===== src/sv/brr_pkg.sv =====
`timescale 1ns / 1ps
`default_nettype none

package brr_pkg;

  // Line capacity and field widths
  localparam int MAX_RUNS = 32;
  localparam int LVL_W    = 7;
  localparam int IDX_W    = $clog2(MAX_RUNS);
  localparam int CNT_W    = $clog2(MAX_RUNS + 1);
  localparam int WID_W    = 24;
  localparam int ORG_W    = 29;
  localparam int POS_W    = 5;
  localparam int LOW_W    = 8;

  // Lowest-level tracker value while no run is stored
  localparam logic [LOW_W-1:0] NO_LEVEL = 8'hFF;

  // One entry of the visual order store: run level travels with its index
  typedef struct packed {
    logic [LVL_W-1:0] level;
    logic [IDX_W-1:0] idx;
  } perm_t;

  typedef enum logic [3:0] {
    S_LOAD,
    S_PREP,
    S_LVL_START,
    S_SCAN_RD,
    S_SCAN_CHK,
    S_RUN_RD,
    S_RUN_CHK,
    S_SWAP_RD,
    S_SWAP_W0,
    S_SWAP_W1,
    S_LVL_NEXT,
    S_EMIT_RD,
    S_EMIT_WRD,
    S_EMIT_OUT
  } brr_state_e;

endpackage

`default_nettype wire


===== src/sv/brr_if.sv =====
`timescale 1ns / 1ps
`default_nettype none

// Input channel: one text run per transaction
interface brr_in_if;
  import brr_pkg::*;

  logic             valid;
  logic             ready;
  logic [LVL_W-1:0] direction_level;
  logic [WID_W-1:0] run_width;
  logic             final_run;

  modport source (output valid, output direction_level, output run_width,
                  output final_run, input ready);
  modport sink   (input valid, input direction_level, input run_width,
                  input final_run, output ready);
endinterface

// Output channel: one visually placed run per transaction
interface brr_out_if;
  import brr_pkg::*;

  logic             valid;
  logic             ready;
  logic [POS_W-1:0] visual_position;
  logic [POS_W-1:0] logical_index;
  logic [ORG_W-1:0] origin;
  logic             final_result;

  modport source (output valid, output visual_position, output logical_index,
                  output origin, output final_result, input ready);
  modport sink   (input valid, input visual_position, input logical_index,
                  input origin, input final_result, output ready);
endinterface

`default_nettype wire


===== src/sv/bidi_run_reorder_core.sv =====
`timescale 1ns / 1ps
`default_nettype none

// Channel   Dir  Payload                                            Meaning
// in_i      in   direction_level, run_width, final_run              one run, logical order
// out_o     out  visual_position, logical_index, origin, final_result one run, visual order
//
// Sequence: runs that are not final are stored while the input stays ready. The final
// run starts the reorder sequencer: setup, then per level from the highest down to the
// lowest odd level a scan for each stretch at or above the level, a swap pass that
// reverses it and a rescan of a lower run that ends it, all
// bound by the single read/compare path. Emission then offers each run in visual order, holding through a stall.
// Reset clears the run count and the level trackers; the stores need no reset.
// The input is not ready from the final run until the last result is taken.

module bidi_run_reorder_core (
  input  logic      clk_i,
  input  logic      rst_ni,
  brr_in_if.sink    in_i,
  brr_out_if.source out_o
);
  import brr_pkg::*;

  // Stores
  perm_t            perm_mem  [MAX_RUNS];
  logic [WID_W-1:0] width_mem [MAX_RUNS];

  // Sequencer and working registers
  brr_state_e       state_q, state_d;
  logic [CNT_W-1:0] cnt_q, cnt_d;
  logic [LVL_W-1:0] hi_lvl_q, hi_lvl_d;
  logic [LOW_W-1:0] lo_lvl_q, lo_lvl_d;
  logic [LVL_W-1:0] lvl_q, lvl_d;
  logic [CNT_W-1:0] j_q, j_d;
  logic [IDX_W-1:0] lo_q, lo_d;
  logic [IDX_W-1:0] hi_q, hi_d;
  logic [CNT_W-1:0] k_q, k_d;
  logic [ORG_W-1:0] org_q, org_d;

  // Registered read data
  perm_t            rd0_q, rd1_q;
  logic [WID_W-1:0] wid_q;

  // Control from the sequencer
  logic             in_ready, out_valid;
  logic             rd0_en, rd1_en, wid_re, wid_we, we;
  logic [IDX_W-1:0] rd0_addr, rd1_addr, waddr;
  perm_t            wdata;

  // Shared compare and status terms
  logic             accept, out_hs, store_ok, lvl_ge, emit_last, at_end, below_floor;
  logic [LOW_W-1:0] floor_odd;

  assign accept      = in_i.valid && in_ready;
  assign out_hs      = out_valid && out_o.ready;
  assign store_ok    = cnt_q < CNT_W'(MAX_RUNS);
  assign lvl_ge      = rd0_q.level >= lvl_q;
  assign emit_last   = CNT_W'(k_q + CNT_W'(1)) == cnt_q;
  assign at_end      = j_q == cnt_q;
  assign floor_odd   = lo_lvl_q | LOW_W'(1);
  assign below_floor = LOW_W'(lvl_q) < floor_odd;

  // Next state
  always_comb begin
    state_d = state_q;
    case (state_q)
      S_LOAD:      if (accept && in_i.final_run) state_d = S_PREP;
      S_PREP:      state_d = S_LVL_START;
      S_LVL_START: state_d = below_floor ? S_EMIT_RD : S_SCAN_RD;
      S_SCAN_RD:   state_d = at_end ? S_LVL_NEXT : S_SCAN_CHK;
      S_SCAN_CHK:  state_d = lvl_ge ? S_RUN_RD : S_SCAN_RD;
      S_RUN_RD:    state_d = at_end ? S_SWAP_RD : S_RUN_CHK;
      S_RUN_CHK:   state_d = lvl_ge ? S_RUN_RD : S_SWAP_RD;
      S_SWAP_RD:   state_d = (lo_q < hi_q) ? S_SWAP_W0 : S_SCAN_RD;
      S_SWAP_W0:   state_d = S_SWAP_W1;
      S_SWAP_W1:   state_d = S_SWAP_RD;
      S_LVL_NEXT:  state_d = S_LVL_START;
      S_EMIT_RD:   state_d = S_EMIT_WRD;
      S_EMIT_WRD:  state_d = S_EMIT_OUT;
      S_EMIT_OUT:  if (out_hs) state_d = emit_last ? S_LOAD : S_EMIT_RD;
      default:     state_d = S_LOAD;
    endcase
  end

  // Outputs and datapath updates
  always_comb begin
    in_ready  = 1'b0;
    out_valid = 1'b0;
    rd0_en    = 1'b0;
    rd1_en    = 1'b0;
    rd0_addr  = j_q[IDX_W-1:0];
    rd1_addr  = hi_q;
    wid_re    = 1'b0;
    wid_we    = 1'b0;
    we        = 1'b0;
    waddr     = cnt_q[IDX_W-1:0];
    wdata     = '{level: in_i.direction_level, idx: cnt_q[IDX_W-1:0]};
    cnt_d     = cnt_q;
    hi_lvl_d  = hi_lvl_q;
    lo_lvl_d  = lo_lvl_q;
    lvl_d     = lvl_q;
    j_d       = j_q;
    lo_d      = lo_q;
    hi_d      = hi_q;
    k_d       = k_q;
    org_d     = org_q;
    case (state_q)
      S_LOAD: begin
        in_ready = 1'b1;
        // Store the run with its index as the initial visual order; drop it when full
        if (accept && store_ok) begin
          we     = 1'b1;
          wid_we = 1'b1;
          cnt_d  = CNT_W'(cnt_q + CNT_W'(1));
          if (in_i.direction_level > hi_lvl_q) hi_lvl_d = in_i.direction_level;
          if (LOW_W'(in_i.direction_level) < lo_lvl_q) begin
            lo_lvl_d = LOW_W'(in_i.direction_level);
          end
        end
      end
      S_PREP: begin
        lvl_d = hi_lvl_q;
      end
      S_LVL_START: begin
        j_d   = '0;
        k_d   = '0;
        org_d = '0;
      end
      S_SCAN_RD: begin
        rd0_en = !at_end;
      end
      S_SCAN_CHK: begin
        // Open a stretch at the first run at or above the level
        if (lvl_ge) lo_d = j_q[IDX_W-1:0];
        j_d = CNT_W'(j_q + CNT_W'(1));
      end
      S_RUN_RD: begin
        rd0_en = !at_end;
        if (at_end) hi_d = IDX_W'(j_q - CNT_W'(1));
      end
      S_RUN_CHK: begin
        if (lvl_ge) j_d  = CNT_W'(j_q + CNT_W'(1));
        else        hi_d = IDX_W'(j_q - CNT_W'(1));
      end
      S_SWAP_RD: begin
        rd0_addr = lo_q;
        rd0_en   = lo_q < hi_q;
        rd1_en   = lo_q < hi_q;
      end
      S_SWAP_W0: begin
        we    = 1'b1;
        waddr = lo_q;
        wdata = rd1_q;
      end
      S_SWAP_W1: begin
        we    = 1'b1;
        waddr = hi_q;
        wdata = rd0_q;
        lo_d  = IDX_W'(lo_q + IDX_W'(1));
        hi_d  = IDX_W'(hi_q - IDX_W'(1));
      end
      S_LVL_NEXT: begin
        lvl_d = LVL_W'(lvl_q - LVL_W'(1));
      end
      S_EMIT_RD: begin
        rd0_addr = k_q[IDX_W-1:0];
        rd0_en   = 1'b1;
      end
      S_EMIT_WRD: begin
        wid_re = 1'b1;
      end
      S_EMIT_OUT: begin
        out_valid = 1'b1;
        if (out_hs) begin
          org_d = ORG_W'(org_q + ORG_W'(wid_q));
          k_d   = CNT_W'(k_q + CNT_W'(1));
          // Close the line after its last result
          if (emit_last) begin
            cnt_d    = '0;
            hi_lvl_d = '0;
            lo_lvl_d = NO_LEVEL;
          end
        end
      end
      default: begin
        in_ready = 1'b0;
      end
    endcase
  end

  // Control registers
  always_ff @(posedge clk_i or negedge rst_ni) begin
    if (!rst_ni) begin
      state_q  <= S_LOAD;
      cnt_q    <= '0;
      hi_lvl_q <= '0;
      lo_lvl_q <= NO_LEVEL;
      lvl_q    <= '0;
      j_q      <= '0;
      lo_q     <= '0;
      hi_q     <= '0;
      k_q      <= '0;
      org_q    <= '0;
    end else begin
      state_q  <= state_d;
      cnt_q    <= cnt_d;
      hi_lvl_q <= hi_lvl_d;
      lo_lvl_q <= lo_lvl_d;
      lvl_q    <= lvl_d;
      j_q      <= j_d;
      lo_q     <= lo_d;
      hi_q     <= hi_d;
      k_q      <= k_d;
      org_q    <= org_d;
    end
  end

  // Visual order store: one write port, two registered read ports
  always_ff @(posedge clk_i) begin
    if (we)     perm_mem[waddr] <= wdata;
    if (rd0_en) rd0_q <= perm_mem[rd0_addr];
    if (rd1_en) rd1_q <= perm_mem[rd1_addr];
  end

  // Width store: written at load, read by logical index during emission
  always_ff @(posedge clk_i) begin
    if (wid_we) width_mem[cnt_q[IDX_W-1:0]] <= in_i.run_width;
    if (wid_re) wid_q <= width_mem[rd0_q.idx];
  end

  assign in_i.ready            = in_ready;
  assign out_o.valid           = out_valid;
  assign out_o.visual_position = POS_W'(k_q);
  assign out_o.logical_index   = POS_W'(rd0_q.idx);
  assign out_o.origin          = org_q;
  assign out_o.final_result    = emit_last;

`ifndef SYNTH
  a_no_overlap: assert property (@(posedge clk_i) disable iff (!rst_ni)
    !(in_ready && out_valid))
    else $error("input taken while a result is offered");

  a_emit_nonempty: assert property (@(posedge clk_i) disable iff (!rst_ni)
    out_valid |-> cnt_q != '0)
    else $error("result offered with an empty line");

  a_line_clear: assert property (@(posedge clk_i) disable iff (!rst_ni)
    (out_hs && emit_last) |=> (cnt_q == '0 && lo_lvl_q == NO_LEVEL && hi_lvl_q == '0))
    else $error("line state not cleared after last result");

  a_swap_order: assert property (@(posedge clk_i) disable iff (!rst_ni)
    state_q == S_SWAP_W0 |-> lo_q < hi_q)
    else $error("swap with crossed bounds");

  a_scan_bound: assert property (@(posedge clk_i) disable iff (!rst_ni)
    j_q <= cnt_q)
    else $error("scan pointer past the line");
`endif

endmodule

`default_nettype wire


===== src/flat_wrapper.sv =====
// flat-port wrapper written by rule: the top's interface ports become plain ports
module bidi_run_reorder_core_flat import brr_pkg::*;
  (clk_i, rst_ni, in_i_valid, in_i_direction_level, in_i_run_width, in_i_final_run, in_i_ready, out_o_valid, out_o_visual_position, out_o_logical_index, out_o_origin, out_o_final_result, out_o_ready);
  brr_in_if in_i_i ();
  brr_out_if out_o_i ();
  input  logic clk_i;
  input  logic rst_ni;
  input wire logic [$bits(in_i_i.valid)-1:0] in_i_valid;
  input wire logic [$bits(in_i_i.direction_level)-1:0] in_i_direction_level;
  input wire logic [$bits(in_i_i.run_width)-1:0] in_i_run_width;
  input wire logic [$bits(in_i_i.final_run)-1:0] in_i_final_run;
  output wire logic [$bits(in_i_i.ready)-1:0] in_i_ready;
  output wire logic [$bits(out_o_i.valid)-1:0] out_o_valid;
  output wire logic [$bits(out_o_i.visual_position)-1:0] out_o_visual_position;
  output wire logic [$bits(out_o_i.logical_index)-1:0] out_o_logical_index;
  output wire logic [$bits(out_o_i.origin)-1:0] out_o_origin;
  output wire logic [$bits(out_o_i.final_result)-1:0] out_o_final_result;
  input wire logic [$bits(out_o_i.ready)-1:0] out_o_ready;
  assign in_i_i.valid = in_i_valid;
  assign in_i_i.direction_level = in_i_direction_level;
  assign in_i_i.run_width = in_i_run_width;
  assign in_i_i.final_run = in_i_final_run;
  assign in_i_ready = in_i_i.ready;
  assign out_o_valid = out_o_i.valid;
  assign out_o_visual_position = out_o_i.visual_position;
  assign out_o_logical_index = out_o_i.logical_index;
  assign out_o_origin = out_o_i.origin;
  assign out_o_final_result = out_o_i.final_result;
  assign out_o_i.ready = out_o_ready;
  bidi_run_reorder_core u_core (.clk_i(clk_i), .rst_ni(rst_ni), .in_i(in_i_i), .out_o(out_o_i));
endmodule

===== config.mk =====
export PLATFORM = sky130hd
export DESIGN_NAME = bidi_run_reorder_core_flat
export DESIGN_NICKNAME = d
export VERILOG_FILES = /design/src/sv/brr_pkg.sv /design/src/sv/brr_if.sv /design/src/sv/bidi_run_reorder_core.sv /design/src/flat_wrapper.sv
export SDC_FILE = /design/constraint.sdc
export NUM_CORES = 2
export LEC_CHECK = 0
export BUFFER_PORTS_ARGS = -buffer_cell sky130_fd_sc_hd__buf_2
export CAP_MARGIN = 20
export CORE_MARGIN = 1
export CORE_UTILIZATION = 44
export DETAILED_ROUTE_END_ITERATION = 6
export GPL_TIMING_DRIVEN = 0
export MAX_ROUTING_LAYER = met4
export PLACE_DENSITY = 0.63
export SLEW_MARGIN = 20
export SYNTH_ARGS = -nofsm -noshare
export SYNTH_HDL_FRONTEND = slang
export SYNTH_SLANG_ARGS = --single-unit

===== constraint.sdc =====
create_clock -name clk_i -period 7 [get_ports clk_i]
set_input_delay 0.35 -clock clk_i [delete_from_list [all_inputs] [get_ports clk_i]]
set_output_delay 0.35 -clock clk_i [all_outputs]
set_load 0.005 [all_outputs]

# [Word-level counts from Yosys, hierarchy flattened]
# Memories as Yosys holds them, arrays and structs flattened. A register that Yosys moved wholly into a read port is not among the register bits.
# Index checks and enable logic that the tools add are counted.
[totals] ff_bits=83 latchBits=0 ram_bits=1152 romBits=0 input_bits=36 output_inout_bits=42 word_cells=125 mem_count=2
[mem_list] name="u_core.width_mem" depth=32 word_bits=24 read_ports=1 rd_ports_with_merged_regs=1 write_ports=1 line="bidi_run_reorder_core.sv:26" source="logic [WID_W-1:0] width_mem [MAX_RUNS];"
[mem_list] name="u_core.perm_mem" depth=32 word_bits=12 read_ports=2 rd_ports_with_merged_regs=2 write_ports=1 line="bidi_run_reorder_core.sv:25" source="perm_t perm_mem [MAX_RUNS];"
[classes] addsub=8 mul=0 n_div=0 magnitude_cmp=6 eq_ne=25 n_shift=0 n_mux=51 bitwise_logic=0 n_reduce_logical=23
[ops] operator="one-hot mux 29 bit (2 select lines)" count=1
[ops] operator="one-hot mux 4 bit (13 select lines)" count=1
[ops] operator="2-to-1 mux 8 bit" count=4
[ops] operator="2-to-1 mux 6 bit" count=5
[ops] operator="one-hot mux 5 bit (2 select lines)" count=3
[ops] operator="adder 29 x 24 -> 29 bit" count=1
[ops] operator="2-to-1 mux 29 bit" count=1
[ops] operator="2-to-1 mux 7 bit" count=4
[ops] operator="one-hot mux 7 bit (2 select lines)" count=2
[ops] operator="== test 4 bit (second input constant)" count=6
[ops] operator="2-to-1 mux 4 bit" count=6
[ops] operator="one-hot mux 12 bit (2 select lines)" count=1
[ops] operator="one-hot mux 6 bit (2 select lines)" count=2
[ops] operator="adder 6 x 1 -> 6 bit (second input constant)" count=3
[ops] operator="!= test 2 x 1 -> 1 bit (second input constant)" count=9
[ops] operator="one-hot mux 6 bit (3 select lines)" count=1
[ops] operator="== test 4 x 3 -> 1 bit (second input constant)" count=4
[ops] operator="< comparator 7 x 8 -> 1 bit" count=2
[ops] operator="one-hot mux 8 bit (2 select lines)" count=1
[ops] operator="2-to-1 mux 5 bit" count=3
[ops] operator="one-hot mux 5 bit (3 select lines)" count=1
[ops] operator="== test 6 bit" count=2
[ops] operator="2-to-1 mux 1 bit" count=11
[ops] operator="AND reduction 5 bit" count=2
[ops] operator="23 further kinds" count=37

# [Longest topological paths before layout]
[logic_depth] word_depth=8 depth_mapped=12 mapped_depth_nobuf=11

# [Least setup slack after synthesis]
# OpenSTA, ideal clock, no wires.
[synth_path] path_kind="register -> register" startpoint="reg u_core.hi_q[1]" endpoint="reg u_core.rd1_q[0] (netlist name)" setup_time_ns=0.396 t_arrival_ns=3.081 t_required_ns=6.604 path_slack_ns=3.522 stages_incl_launch_ff=11 n_path_buf=3 synth_period_minus_slack_ns=3.478 cell_sequence="dfrtp_1 > clkbuf_1 > buf_2 > buf_2 > inv_1 > ha_1 > a21o_1 > a21o_1 > a21o_1 > a21o_1 > nor3_1"
[synth_via] elab_chain_cells=2
[synth_rtl] element="start: declaration" line="bidi_run_reorder_core.sv:36" source="logic [IDX_W-1:0] hi_q, hi_d;"
[synth_rtl] element="start signal: assignment" line="bidi_run_reorder_core.sv:212" source="hi_q <= hi_d;"
[synth_rtl] element="< comparator 5 bit" line="bidi_run_reorder_core.sv:148" source="rd1_en = lo_q < hi_q;"
[synth_rtl] element="2-to-1 mux 1 bit" line="bidi_run_reorder_core.sv:107" source="case (state_q)"
[synth_rtl] element="named net u_core.rd1_en" line="bidi_run_reorder_core.sv:46" source="logic rd0_en, rd1_en, wid_re, wid_we, we;"
# The timed path passes the listed nets, and every way through them passes these cells.
# A chain may end at the register's enable or synchronous reset.

# [Worst setup path after layout]
[layout_path] startpoint="reg u_core.state_q[0]" endpoint="mem u_core.width_mem[21][2] (enable)"
[layout_via] elab_chain_cells=8
[layout_rtl] element="start: declaration" line="bidi_run_reorder_core.sv:29" source="brr_state_e state_q, state_d;"
[layout_rtl] element="start signal: assignment" line="bidi_run_reorder_core.sv:205" source="state_q <= state_d;"
[layout_rtl] element="logical NOT 4 bit (*)" line="bidi_run_reorder_core.sv:107"
[layout_rtl] element="2-to-1 mux 1 bit" line="bidi_run_reorder_core.sv:107"
[layout_rtl] element="logical AND 1 bit" line="bidi_run_reorder_core.sv:54" source="assign accept = in_i.valid && in_ready;"
[layout_rtl] element="logical AND 1 bit" line="bidi_run_reorder_core.sv:111" source="if (accept && store_ok) begin"
[layout_rtl] element="2-to-1 mux 1 bit" line="bidi_run_reorder_core.sv:111"
[layout_rtl] element="2-to-1 mux 1 bit (*)" line="bidi_run_reorder_core.sv:107"
[layout_rtl] element="2-to-1 mux 1 bit (*)" line="bidi_run_reorder_core.sv:227" source="if (wid_we) width_mem[cnt_q[IDX_W-1:0]] <= in_i.run_width;"
[layout_rtl] element="2-to-1 mux 1 bit (implied by the code) (*)" line="bidi_run_reorder_core.sv:227"
[layout_rtl] element="end: declaration" line="bidi_run_reorder_core.sv:26"
# Every way passes the cells marked *; elsewhere a longest branch is shown, timed or not.

==> metrics.md <==
| Metric | Value |
|---|---|
| CTS tree | done |
| Io pins | 78 |
| Top cells by count, synth | 1200 x edfxtp_1, 360 x mux4_2, 200 x nand2_1 |
| Maximum Capacitance Violations | 0 |
| Initial DRC Count | 3761 |
| Vias | 31372 |
| Final setup violation count | 0 |
| Worst reg2reg path endpoint | u_core.width_mem[21][2]$_DFFE_PP_ |
| Lkg Pwr | 21.4 nW |
| Tot GR Track Use | 25.3% |
| Post-synthesis instance total | 3135 |
| Largest net degree at the start of global routing | 73 |
| Final Slew Violations | 0 |
| H-tree depth | 4 |
| EDFF count, synth | 1200 |
| Area taken by multi-input logic gates | 16700 um^2 |
| Post-DR wirelength/cell | 30.2 um |
| Status | completed |
| Slew @ Worst Pin | 1.20 ns |
| Synth area leaders | edfxtp_1 65%, mux4_2 15%, dfrtp_1 3.4%, mux2i_1 2.5%, ha_1 1.4% |
| Worst R2R Setup Slack | 2.55 ns |
| Rel. slew slack | 19.6% |
| FF+latch count, synth | 1283 |
| Gr busiest metal | met2 |
| Row Count | 130 |
| Initial Util | 44.3% |
| M2 GR Usage | 39.0% |
| Max Clock Skew | 0.0289 ns |
| Mapped Area | 55600 um^2 |
| Critical Path Fanout Max | 13 |
| Initial antenna violation count | 8 |
| Post-route insts no fill | 5157 |
| Share of cells above drive strength 1 | 26.4% |
| Post-synth top area cell | edfxtp_1 |
| Kind of critical path | register to register |
| Area occupied by registers | 38100 um^2 |
| Final GP Congestion | 1.00 |
| WHS Endpoint | u_core.state_q[1]$_DFFE_PN0P_ |
| Final setup TNS | 0 ns |
| Fin crit period | 4.45 ns |
| Via density | 6.08 |
| Core area | 126000 um^2 |
| Worst skew pair latency | 0.77 ns |
| Initial DRT Pass Iterations | 5 |
| Avg Inst Size Synth | 17.7 um^2 |
| Filler Cell Count | 10190 |
| First-pass GRT wire length | 221 mm |
| Placed instance count | 4906 |
| Clock sink count | 1283 |
| CTS clk-pin slew, worst paths | 0.05 ns |
| Cts bufs inserted | 133 |
| Top-count cell post-synth | edfxtp_1 |
| Nets | 3501 |
| Gr ovfl total | 0 |
| CTS Buffer Depth | 3 |
| FFs w/ async S/R, synth | 6.47% |
| IO buf count | 77 |
| Vias in the first global route | 30712 |
| Met3 GRT Util | 4.91% |
| Crit end category | register |
| Area Growth Syn to Fin | 14.6% |
| Detailed Place HPWL | 107 mm |
| CP required | 7.46 ns |
| Clk root buf | clkbuf_16 |
| Maximum vdd drop | 0.269 mV |
| Grt met1 use | 32.9% |
| Crit path DAT | 4.91 ns |
| P per Cell Area | 412 nW/um^2 |
| Synth Warn # | 0 |
| Drt total wl | 156 mm |
| Die footprint | 128000 um^2 |
| Post-Syn Nets | 3235 |
| Hold Path Class | input pin to register |
| DRC viols | 0 |
| Post-synth cell types | 73 |
| Sequential fraction of the synthesis area | 68.6% |
| DIE WIDTH | 358 um |
| DIE HEIGHT | 358 um |
| Hold Crit Start | out_o_ready |
| Hold Crit Depth | 4 |
| Yosys top cell area share | 64.8% |
| R2r worst-path depth | 8 |
| DRT antenna net count | 0 |
| Hold Vio Cnt, Final | 0 |
| Setup crit start kind | register |
| Top_reg_cell synth | edfxtp_1 |
| Origin of the critical flop-to-flop path | u_core.state_q[0]$_DFFE_PN0P_ |
| Setup Buffers After CTS | 0 |
| Max frequency | 224 MHz |
| Final period util | 63.6% |
| RSZ-0062 raised after global routing | no |
kinds of logic after synthesis:
family,synth area share (%)
flip-flops,68.6
multiplexers,18.3
AND/OR/NAND/NOR,4.48
AO/OA/AOI/OAI,4.53
buffers and inverters,2.00
adder cells (fa/ha/maj),1.45
XOR/XNOR,0.693
how the worst max path moves through the flow:
| stage | startpoint | endpoint | slack, ns | depth (start not counted) |
|---|---|---|---|---|
| floorplan | u_core.hi_q[1]$_DFFE_PN0P_ | u_core.rd1_q[0]$_DFFE_PP_ | 3.52 | 10 |
| global placement | u_core.state_q[0]$_DFFE_PN0P_ | u_core.width_mem[9][9]$_DFFE_PP_ | 1.09 | 7 |
| detailed placement | u_core.state_q[0]$_DFFE_PN0P_ | u_core.width_mem[21][2]$_DFFE_PP_ | 2.61 | 8 |
| CTS | u_core.state_q[0]$_DFFE_PN0P_ | u_core.width_mem[21][2]$_DFFE_PP_ | 2.57 | 8 |
| global route | u_core.state_q[0]$_DFFE_PN0P_ | u_core.width_mem[21][2]$_DFFE_PP_ | 2.41 | 8 |
| finish | u_core.state_q[0]$_DFFE_PN0P_ | u_core.width_mem[21][2]$_DFFE_PP_ | 2.55 | 8 |
per-layer routing:
layer / part of all wire [%] / vias to the layer above / wire, um
li1: - / 13282 / -
met1: 40 / 16376 / 62800
met2: 48 / 1429 / 74300
met3: 7.9 / 285 / 12200
met4: 4.2 / 0 / 6610
met5: 0 / - / 0
flip-flops by register name, summed over array words and instances, names as in the netlist:
name,count
u_core.width_mem,768
u_core.perm_mem,384
u_core.out_o.origin,29
u_core.wid_q,24
u_core.rd1_q,12
u_core.lo_lvl_q,8
u_core.hi_lvl_q,7
u_core.lvl_q,7
u_core.rd0_q,7
u_core.cnt_q,6
u_core.j_q,6
u_core.k_q,6
u_core.hi_q,5
u_core.lo_q,5
u_core.out_o.logical_index,5
u_core.state_q,4
area by class of cell:
type | count | area share [%]
Sequential cell | 1283 | 59.8
Multi-Input combinational cell | 1604 | 26.3
Antenna cell | 6 | 0.0236
Tap cell | 1650 | 3.24
Clock inverter | 76 | 1.12
Buffer | 194 | 1.43
Inverter | 54 | 0.318
Clock buffer | 159 | 5.51
Timing Repair Buffer | 131 | 2.29
worst max-delay path, stage by stage (launching register included):
cell and delay [ns]:
dfrtp_1 0.46, buf_2 0.25, nor2_1 0.21, nand2_1 0.23, nor3b_2 0.74, clkbuf_1 0.54
nand2_1 0.67, nor2_4 0.77, buf_16 0.24
layout by cell type, fill, tap and decap left out, types with 63 or more instances in the layout:
cell	synthesis	layout
clkbuf_16	0	137
mux4_2	360	360
edfxtp_1	1200	1200
clkbuf_1	91	109
buf_2	64	142
a21oi_1	95	93
o21ai_0	67	67
mux2i_1	138	138
ha_1	63	63
dfrtp_1	75	75
nand2_1	200	198
nor2_1	161	98
metrics by stage:
stage | util [%] | cell area, um^2 | total power, mW | setup WS [ns] | hold slack (ns)
floorplan | - | 55600 | 15.7 | 3.52 | 0.0544
global placement | 46.2 | 58100 | 19.2 | 1.09 | 0.502
detailed placement | 47.3 | 59400 | 19.3 | 2.61 | 0.175
CTS | 50.7 | 63700 | 26.3 | 2.57 | 0.0484
global route | 50.8 | 63700 | 27.2 | 2.41 | 0.0876
finish | 50.8 | 63700 | 26.3 | 2.55 | 0.0925
where the power goes:
group	switching (mW)	internal (mW)
Clock	2.99	4.00
Sequential	0.294	9.11
Combinational	5.98	3.91
repair_timing:
| action | 4_1_cts | 5_1_grt |
|---|---|---|
| endpoints found under the hold margin | 97 | 0 |
| hold buffers | 9 | 0 |
| gates resized for setup | 0 | 0 |
Power figures use the tool's default switching activity.
